### config.mk
export PLATFORM = sky130hd
export DESIGN_NAME = flow_rate_leak_classifier_top
export DESIGN_NICKNAME = d
export VERILOG_FILES = /design/src/rtl/frlc_pkg.sv /design/src/rtl/flow_rate_leak_classifier_top.sv
export VERILOG_INCLUDE_DIRS = /design/src /design/src/rtl
export SDC_FILE = /design/constraint.sdc
export NUM_CORES = 2
export LEC_CHECK = 0
export ABC_AREA = 1
export BUFFER_PORTS_ARGS = -buffer_cell sky130_fd_sc_hd__buf_4
export CAP_MARGIN = 20
export CORE_UTILIZATION = 64
export CTS_BUF_LIST = sky130_fd_sc_hd__clkbuf_16
export CTS_CLUSTER_DIAMETER = 200
export DETAILED_ROUTE_END_ITERATION = 8
export GPL_TIMING_DRIVEN = 0
export PLACE_DENSITY = 0.79
export SYNTH_ARGS = -nofsm -noshare
export SYNTH_HDL_FRONTEND = slang
export SYNTH_SLANG_ARGS = --single-unit
### constraint.sdc
create_clock -name aclk -period 8.7 [get_ports aclk]
set_input_delay 0.435 -clock aclk [delete_from_list [all_inputs] [get_ports aclk]]
set_output_delay 0.435 -clock aclk [all_outputs]
set_load 0.05 [all_outputs]
### src/rtl/flow_rate_leak_classifier_top_macros.svh
// Assertion macros for the flow rate and leak classifier.
`ifndef FLOW_RATE_LEAK_CLASSIFIER_TOP_MACROS_SVH
`define FLOW_RATE_LEAK_CLASSIFIER_TOP_MACROS_SVH
`ifndef SYNTHESIS
`define FRLC_ASSERT_NOW(label, clk, rstn, ante, cons) \
    label: assert property (@(posedge clk) disable iff (!(rstn)) (ante) |-> (cons)) \
        else $error("assertion failed");
`define FRLC_ASSERT_NEXT(label, clk, rstn, ante, cons) \
    label: assert property (@(posedge clk) disable iff (!(rstn)) (ante) |=> (cons)) \
        else $error("assertion failed");
`else
`define FRLC_ASSERT_NOW(label, clk, rstn, ante, cons)
`define FRLC_ASSERT_NEXT(label, clk, rstn, ante, cons)
`endif
`endif

### src/rtl/frlc_pkg.sv
// Types, constants and register codes of the flow rate and leak classifier.
`timescale 1ns / 1ps
`default_nettype none
package frlc_pkg;

    localparam int RUN_COUNT_WIDTH   = 8;
    localparam int PULSE_FIELD_WIDTH = 16;
    localparam int CMP_WIDTH         = 16;

    localparam int DIV_WIDTH  = 39;
    localparam int DEN_WIDTH  = 28;
    localparam int PPL_WIDTH  = 12;
    localparam int STEP_WIDTH = $clog2(DIV_WIDTH);

    localparam logic [DIV_WIDTH-1:0] RATE_SCALE = DIV_WIDTH'(6000000);
    localparam logic [DIV_WIDTH-1:0] VOL_SCALE  = DIV_WIDTH'(1000000);
    localparam logic [15:0] PULSE_MASK = 16'((64'd1 << PULSE_FIELD_WIDTH) - 64'd1);
    localparam logic [RUN_COUNT_WIDTH-1:0] RUN_MAX = '1;

    typedef logic [RUN_COUNT_WIDTH-1:0] run_t;
    typedef logic [CMP_WIDTH-1:0] cmp_t;

    localparam logic [1:0] MODE_IDLE   = 2'd0;
    localparam logic [1:0] MODE_ACTIVE = 2'd1;
    localparam logic [1:0] MODE_LEAK   = 2'd2;

    localparam logic [2:0] REG_PULSES_PER_LITER = 3'd0;
    localparam logic [2:0] REG_DETECT_THRESHOLD = 3'd1;
    localparam logic [2:0] REG_LEAK_THRESHOLD   = 3'd2;
    localparam logic [2:0] REG_CONFIRM_CYCLES   = 3'd3;
    localparam logic [2:0] REG_IDLE_CYCLES      = 3'd4;
    localparam logic [2:0] REG_ALERT_CYCLES     = 3'd5;

    typedef struct packed {
        logic [15:0] pulse_tally;
        logic [15:0] period_length_ms;
    } in_word_t;

    typedef struct packed {
        logic [15:0] flow_rate_centi;
        logic [1:0]  flow_mode;
        logic        flow_present;
        logic        leak_alert;
        logic [31:0] pulses_total;
        logic [47:0] volume_total_ul;
    } out_word_t;

endpackage
`default_nettype wire

### src/rtl/flow_rate_leak_classifier_top.sv
// Flow rate and leak classifier top level.
// An input word is taken in the idle state, then two restoring dividers retire one quotient bit
// per cycle each, then the classify step (S_FIN) classifies and loads the output register.
// A new word is accepted only in the idle state, after the previous word has been classified
// and loaded into the output register. A full output register stalls the classify step.
// Reset is synchronous, active low, restores configuration defaults and clears control state.
`timescale 1ns / 1ps
`default_nettype none
`include "flow_rate_leak_classifier_top_macros.svh"
module flow_rate_leak_classifier_top (
    input  wire logic                aclk,
    input  wire logic                aresetn,
    input  wire logic                s_valid,
    output logic                     s_ready,
    input  wire frlc_pkg::in_word_t  s_data,
    output logic                     m_valid,
    input  wire logic                m_ready,
    output frlc_pkg::out_word_t      m_data,
    input  wire logic                cfg_valid,
    output logic                     cfg_ready,
    input  wire logic [2:0]          cfg_index,
    input  wire logic [15:0]         cfg_data
);

    typedef enum logic [1:0] {S_IDLE, S_DIV, S_FIN} state_t;

    state_t state_reg;

    logic [frlc_pkg::PPL_WIDTH-1:0] ppl_reg;
    logic [15:0] detect_reg;
    logic [15:0] leak_thr_reg;
    logic [7:0]  confirm_reg;
    logic [7:0]  idle_limit_reg;
    logic [7:0]  alert_cycles_reg;

    logic [1:0]       mode_reg, mode_next;
    logic             detected_reg, detected_next;
    frlc_pkg::run_t   active_run_reg, active_run_next;
    frlc_pkg::run_t   idle_run_reg, idle_run_next;
    frlc_pkg::run_t   leak_run_reg, leak_run_next;
    frlc_pkg::run_t   cooldown_reg, cooldown_next;
    logic             alert_next;
    logic [31:0]      pulse_acc_reg, pulse_acc_next;
    logic [47:0]      vol_acc_reg, vol_acc_next;

    logic [15:0]                        pulses_reg;
    logic [frlc_pkg::DIV_WIDTH-1:0]     rnq_reg, vnq_reg;
    logic [frlc_pkg::DEN_WIDTH-1:0]     rrem_reg, rden_reg;
    logic [frlc_pkg::PPL_WIDTH-1:0]     vrem_reg;
    logic [frlc_pkg::STEP_WIDTH-1:0]    step_reg;

    logic                               m_valid_reg;
    frlc_pkg::out_word_t                m_data_reg;

    logic [frlc_pkg::DEN_WIDTH:0]       rtrial;
    logic                               rbit;
    logic [frlc_pkg::PPL_WIDTH:0]       vtrial;
    logic                               vbit;
    logic [15:0]                        rate;
    logic [15:0]                        pulses_in;
    logic                               out_free;

    function automatic frlc_pkg::run_t sat_inc(input frlc_pkg::run_t v);
        return (v == frlc_pkg::RUN_MAX) ? frlc_pkg::RUN_MAX : frlc_pkg::run_t'(v + 1'b1);
    endfunction

    assign s_ready   = (state_reg == S_IDLE);
    assign cfg_ready = 1'b1;
    assign m_valid   = m_valid_reg;
    assign m_data    = m_data_reg;
    assign out_free  = !m_valid_reg || m_ready;
    assign pulses_in = s_data.pulse_tally & frlc_pkg::PULSE_MASK;

    always_comb begin
        rtrial = {rrem_reg, rnq_reg[frlc_pkg::DIV_WIDTH-1]};
        rbit   = (rtrial >= {1'b0, rden_reg});
        vtrial = {vrem_reg, vnq_reg[frlc_pkg::DIV_WIDTH-1]};
        vbit   = (vtrial >= {1'b0, ppl_reg});
    end

    always_comb begin
        if (rden_reg == '0) begin
            rate = '0;
        end else if (rnq_reg[frlc_pkg::DIV_WIDTH-1:16] != '0) begin
            rate = 16'hFFFF;
        end else begin
            rate = rnq_reg[15:0];
        end
    end

    always_comb begin
        mode_next       = mode_reg;
        detected_next   = detected_reg;
        active_run_next = active_run_reg;
        idle_run_next   = idle_run_reg;
        leak_run_next   = leak_run_reg;
        cooldown_next   = cooldown_reg;
        alert_next      = 1'b0;
        pulse_acc_next  = pulse_acc_reg + 32'(pulses_reg);
        vol_acc_next    = vol_acc_reg;
        if (ppl_reg != '0) begin
            vol_acc_next = vol_acc_reg + 48'(vnq_reg);
        end
        if (rate >= detect_reg) begin
            idle_run_next   = '0;
            active_run_next = sat_inc(active_run_reg);
            if (frlc_pkg::cmp_t'(active_run_next) >= frlc_pkg::cmp_t'(confirm_reg)) begin
                if (rate < leak_thr_reg) begin
                    mode_next     = frlc_pkg::MODE_LEAK;
                    leak_run_next = sat_inc(leak_run_reg);
                    if ((frlc_pkg::cmp_t'(leak_run_next) >= frlc_pkg::cmp_t'(alert_cycles_reg))
                        && (cooldown_reg == '0)) begin
                        alert_next    = 1'b1;
                        leak_run_next = '0;
                        if (frlc_pkg::cmp_t'(alert_cycles_reg)
                            > frlc_pkg::cmp_t'(frlc_pkg::RUN_MAX)) begin
                            cooldown_next = frlc_pkg::RUN_MAX;
                        end else begin
                            cooldown_next = frlc_pkg::run_t'(alert_cycles_reg);
                        end
                    end
                    if (cooldown_next != '0) begin
                        cooldown_next = cooldown_next - 1'b1;
                    end
                end else begin
                    mode_next     = frlc_pkg::MODE_ACTIVE;
                    detected_next = 1'b1;
                    leak_run_next = '0;
                    cooldown_next = '0;
                end
            end
        end else begin
            active_run_next = '0;
            idle_run_next   = sat_inc(idle_run_reg);
            leak_run_next   = '0;
            if (frlc_pkg::cmp_t'(idle_run_next) >= frlc_pkg::cmp_t'(idle_limit_reg)) begin
                mode_next     = frlc_pkg::MODE_IDLE;
                detected_next = 1'b0;
            end
        end
    end

    always_ff @(posedge aclk) begin
        if (!aresetn) begin
            state_reg        <= S_IDLE;
            m_valid_reg      <= 1'b0;
            ppl_reg          <= 12'd450;
            detect_reg       <= 16'd10;
            leak_thr_reg     <= 16'd50;
            confirm_reg      <= 8'd3;
            idle_limit_reg   <= 8'd3;
            alert_cycles_reg <= 8'd10;
            mode_reg         <= frlc_pkg::MODE_IDLE;
            detected_reg     <= 1'b0;
            active_run_reg   <= '0;
            idle_run_reg     <= '0;
            leak_run_reg     <= '0;
            cooldown_reg     <= '0;
            pulse_acc_reg    <= '0;
            vol_acc_reg      <= '0;
            step_reg         <= '0;
        end else begin
            if (cfg_valid && cfg_ready) begin
                case (cfg_index)
                    frlc_pkg::REG_PULSES_PER_LITER: ppl_reg <= cfg_data[11:0];
                    frlc_pkg::REG_DETECT_THRESHOLD: detect_reg <= cfg_data;
                    frlc_pkg::REG_LEAK_THRESHOLD:   leak_thr_reg <= cfg_data;
                    frlc_pkg::REG_CONFIRM_CYCLES:   confirm_reg <= cfg_data[7:0];
                    frlc_pkg::REG_IDLE_CYCLES:      idle_limit_reg <= cfg_data[7:0];
                    frlc_pkg::REG_ALERT_CYCLES:     alert_cycles_reg <= cfg_data[7:0];
                    default: ;
                endcase
            end
            if (m_valid_reg && m_ready && (state_reg != S_FIN)) begin
                m_valid_reg <= 1'b0;
            end
            case (state_reg)
                S_IDLE: begin
                    if (s_valid) begin
                        pulses_reg <= pulses_in;
                        rnq_reg    <= frlc_pkg::DIV_WIDTH'(pulses_in) * frlc_pkg::RATE_SCALE;
                        vnq_reg    <= frlc_pkg::DIV_WIDTH'(pulses_in) * frlc_pkg::VOL_SCALE;
                        rden_reg   <= frlc_pkg::DEN_WIDTH'(ppl_reg)
                                      * frlc_pkg::DEN_WIDTH'(s_data.period_length_ms);
                        rrem_reg   <= '0;
                        vrem_reg   <= '0;
                        step_reg   <= '0;
                        state_reg  <= S_DIV;
                    end
                end
                S_DIV: begin
                    rrem_reg <= rbit ? frlc_pkg::DEN_WIDTH'(rtrial - {1'b0, rden_reg})
                                     : rtrial[frlc_pkg::DEN_WIDTH-1:0];
                    rnq_reg  <= {rnq_reg[frlc_pkg::DIV_WIDTH-2:0], rbit};
                    vrem_reg <= vbit ? frlc_pkg::PPL_WIDTH'(vtrial - {1'b0, ppl_reg})
                                     : vtrial[frlc_pkg::PPL_WIDTH-1:0];
                    vnq_reg  <= {vnq_reg[frlc_pkg::DIV_WIDTH-2:0], vbit};
                    step_reg <= step_reg + 1'b1;
                    if (step_reg == frlc_pkg::STEP_WIDTH'(frlc_pkg::DIV_WIDTH - 1)) begin
                        state_reg <= S_FIN;
                    end
                end
                S_FIN: begin
                    if (out_free) begin
                        mode_reg       <= mode_next;
                        detected_reg   <= detected_next;
                        active_run_reg <= active_run_next;
                        idle_run_reg   <= idle_run_next;
                        leak_run_reg   <= leak_run_next;
                        cooldown_reg   <= cooldown_next;
                        pulse_acc_reg  <= pulse_acc_next;
                        vol_acc_reg    <= vol_acc_next;
                        m_valid_reg    <= 1'b1;
                        m_data_reg.flow_rate_centi <= rate;
                        m_data_reg.flow_mode       <= mode_next;
                        m_data_reg.flow_present    <= detected_next;
                        m_data_reg.leak_alert      <= alert_next;
                        m_data_reg.pulses_total    <= pulse_acc_next;
                        m_data_reg.volume_total_ul <= vol_acc_next;
                        state_reg      <= S_IDLE;
                    end
                end
                default: state_reg <= S_IDLE;
            endcase
        end
    end

    `FRLC_ASSERT_NEXT(a_busy_after_accept, aclk, aresetn, s_valid && s_ready, !s_ready)
    `FRLC_ASSERT_NOW(a_alert_only_in_leak, aclk, aresetn, m_valid && m_data.leak_alert, m_data.flow_mode == frlc_pkg::MODE_LEAK)
    `FRLC_ASSERT_NOW(a_idle_no_flow, aclk, aresetn, m_valid && (m_data.flow_mode == frlc_pkg::MODE_IDLE), !m_data.flow_present)
    `FRLC_ASSERT_NEXT(a_hold_when_full, aclk, aresetn, (state_reg == S_FIN) && m_valid && !m_ready, state_reg == S_FIN)

endmodule
`default_nettype wire
==> reports/metrics.yaml <==
pwr:
  p_per_area_nw_per_um2: 265.7
  p_leak_nw: 21.95
  irDropWorstVdd_mv: 0.5706
logic_synthesis:
  synth_edf_count: 262
  yosysSeqAreaShare_pct: 29.05
  synth_common_cells: "inv_1 (1034), nand2_1 (894), ha_1 (443)"
  synth_warnings: 0
  synth_most_common_cell: "inv_1"
  synthFlopType: "edfxtp_1"
  synth_top_cell_area_share_pct: 19.52
  synth_cells: 4968
  synth_area_leaders: "edfxtp_1 (20%), fa_1 (15%), ha_1 (14%)"
  async_reset_ff_share_pct: 0
  synth_area_um2: 40310
  yosysTopAreaCell: "edfxtp_1"
  ys_types: 66
  ys_seq_elements: 454
  postSynthAreaPerCell_um2: 8.115
  synthesis.nets: 5763
timing:
  maxSlewViolCount: 0
  max_slew.worst_pin.slew_ps: 1024
  fin_crit_sh_pct: 72.39
  setup_viol: 0
  tns_ps: 0
  grt_setup_unrepaired: "false"
  finalHoldViolCount: 0
  slew_headroom_pct: 31.74
  fmax_mhz: 158.8
  period_minus_slack_ps: 6298
  skew_ps: 46.35
cells_and_area:
  largest_reg_flops: 100
  fin_cells: 6059
  syn2layout_area_growth_pct: 10.05
  fin_nets: 5978
  final_area_um2: 44370
  drive_gt1_share_pct: 6.262
  antenna_cells: 0
  nFillCells: 5035
global_routing:
  track_usage_pct: 34.48
  overflow: 0
  antenna_found_initial: 3
  grt_pass1_wl_um: 172800
  grt_max_degree: 37
  grt_pass1_vias: 32944
clock_network:
  cts_resized: 0
  root_buffer: "clkbuf_16"
  htreeDepth: 2
  cts_sinks: 454
  hold_buffers: 0
  post_cts_buffers: 0
  cts_tree: "done"
  clock_latency_ps: 630
  cts_buffer_depth: 3
  clk_pin_slew_ps: 60
  cts_buffers: 49
min_path:
  hp-class: "primary input to flop"
  worstHoldPathCells: 3
worst_setup_path:
  critPathCapture: "rden_reg[26]"
  slowest_delay_ps: 610
  cpMostUsedCell: "nand2_1"
  r2r-start: "ppl_reg[10]"
  reg2reg_setup_slack_ps: 2400
  path_class: "flop to flop"
  required_ps: 9060
  start_kind: "flop"
  end_kind: "flop"
  critical-path-top-delay-family: "adder cells"
  crit_cells: 25
  crit_arrival_ps: 6650
  slowest_stage: "clkbuf_1"
  critPathBufInv: 6
  reg2reg_to: "rden_reg[26]"
  critical_path.startpoint: "ppl_reg[10]"
  ff2ff_path_depth: 25
  cp_max_fo: 10
die:
  initial_core_util_pct: 65.09
  rows: 91
  chipHeight_um: 253.0
  pin_count: 159
  die-area_um2: 64000
  die_w_um: 253.0
  core_um2: 61940
place:
  gp_congestion: 0.9841
  post_dp_cell_area_um2: 42720
  hpwl_um: 86440
  portBuffers: 157
  dp_cells: 5969
detailed_routing:
  firstDrtPassIters: 7
  dr_total_vias: 33970
  drc_errors: 0
  finalWirelength_um: 108600
  antenna_left: 0
  drt-initial-drc-count: 2923
  viasPerCell: 5.607
  wl_per_cell_um: 17.93
run_status:
  run_status: "complete, no violations"
run:
  maxCapViolations: 0
==> worst reg2reg max path: cells and delay by family (launching register included) <==
family,cells,cell delay [ps]
simple gates,10,920
flops,1,310
buf+inv,6,1350
xor+xnor,1,140
compound gates,2,320
fa+ha+maj,6,2990
==> power breakdown <==
| part | switching (W) | internal, W |
|---|---|---|
| clock network | 0.000925 | 0.00121 |
| registers | 0.000121 | 0.00271 |
| logic | 0.00426 | 0.00256 |
| total | 0.00531 | 0.00648 |
==> how the worst min path moves through the flow <==
stage                   start             end  slack (ps)
2_1_floorplan  confirm_reg[6]  confirm_reg[6]         440
3_3_place_gp   confirm_reg[6]  confirm_reg[6]         450
3_5_place_dp   detect_reg[10]  detect_reg[10]         450
4_1_cts           cfg_data[1]      ppl_reg[1]          80
5_1_grt             s_data[0]     rden_reg[0]         130
6_report          cfg_data[1]      ppl_reg[1]         110
==> cell type report <==
class	instances	area, µm²	area share (%)
clock inverter	38	347.8	0.7840
multi-input combinational	3338	24160	54.45
timing repair buffer	164	1334	3.006
clock buffer	52	1301	2.933
inverter	1041	3908	8.807
sequential	454	11710	26.40
tap	837	1047	2.360
buffer	135	559.3	1.261
==> metal layers <==
layer	vias up	GRT usage, %	share of wire (%)
met5	-	0	0.029
li1	16383	-	-
met3	256	5.325	8.8
met2	1351	54.98	45
met4	4	13.90	4.1
met1	15976	47.07	42
==> cells by family after synthesis <==
group / count (synthesis) / share of synthesized area [%]
XOR/XNOR: 144 / 3.128
buffers and inverters: 1176 / 11.08
adder cells (fa/ha/maj): 739 / 28.45
flip-flops: 454 / 29.05
AO/OA/AOI/OAI: 909 / 12.33
AND/OR/NAND/NOR: 1545 / 15.95
other: 1 / 0.009302
==> stage by stage <==
| step | util, % | hold WS (ps) | setup slack, ps | power (W) |
|---|---|---|---|---|
| floorplan | - | 435.3 | 1700 | 0.007924 |
| global placement | 68.68 | 446.7 | -884.8 | 0.009438 |
| detailed placement | 68.97 | 453.2 | 2561 | 0.009556 |
| CTS | 71.63 | 82.70 | 2509 | 0.01175 |
| global route | 71.63 | 128.1 | 2093 | 0.01285 |
| finish | 71.63 | 109.4 | 2402 | 0.01179 |
==> placed cells by master (no fill, tap or decap), drive strengths merged, types with 174 or more instances in the layout <==
master	Yosys	routed
ha	443	443
fa	296	296
o21ai	368	368
buf	34	198
dfxtp	192	192
a21oi	398	398
nand2	905	905
edfxtp	262	262
nand3	174	174
inv	1040	1059
nor2	339	339
Power figures use the tool's default switching activity.
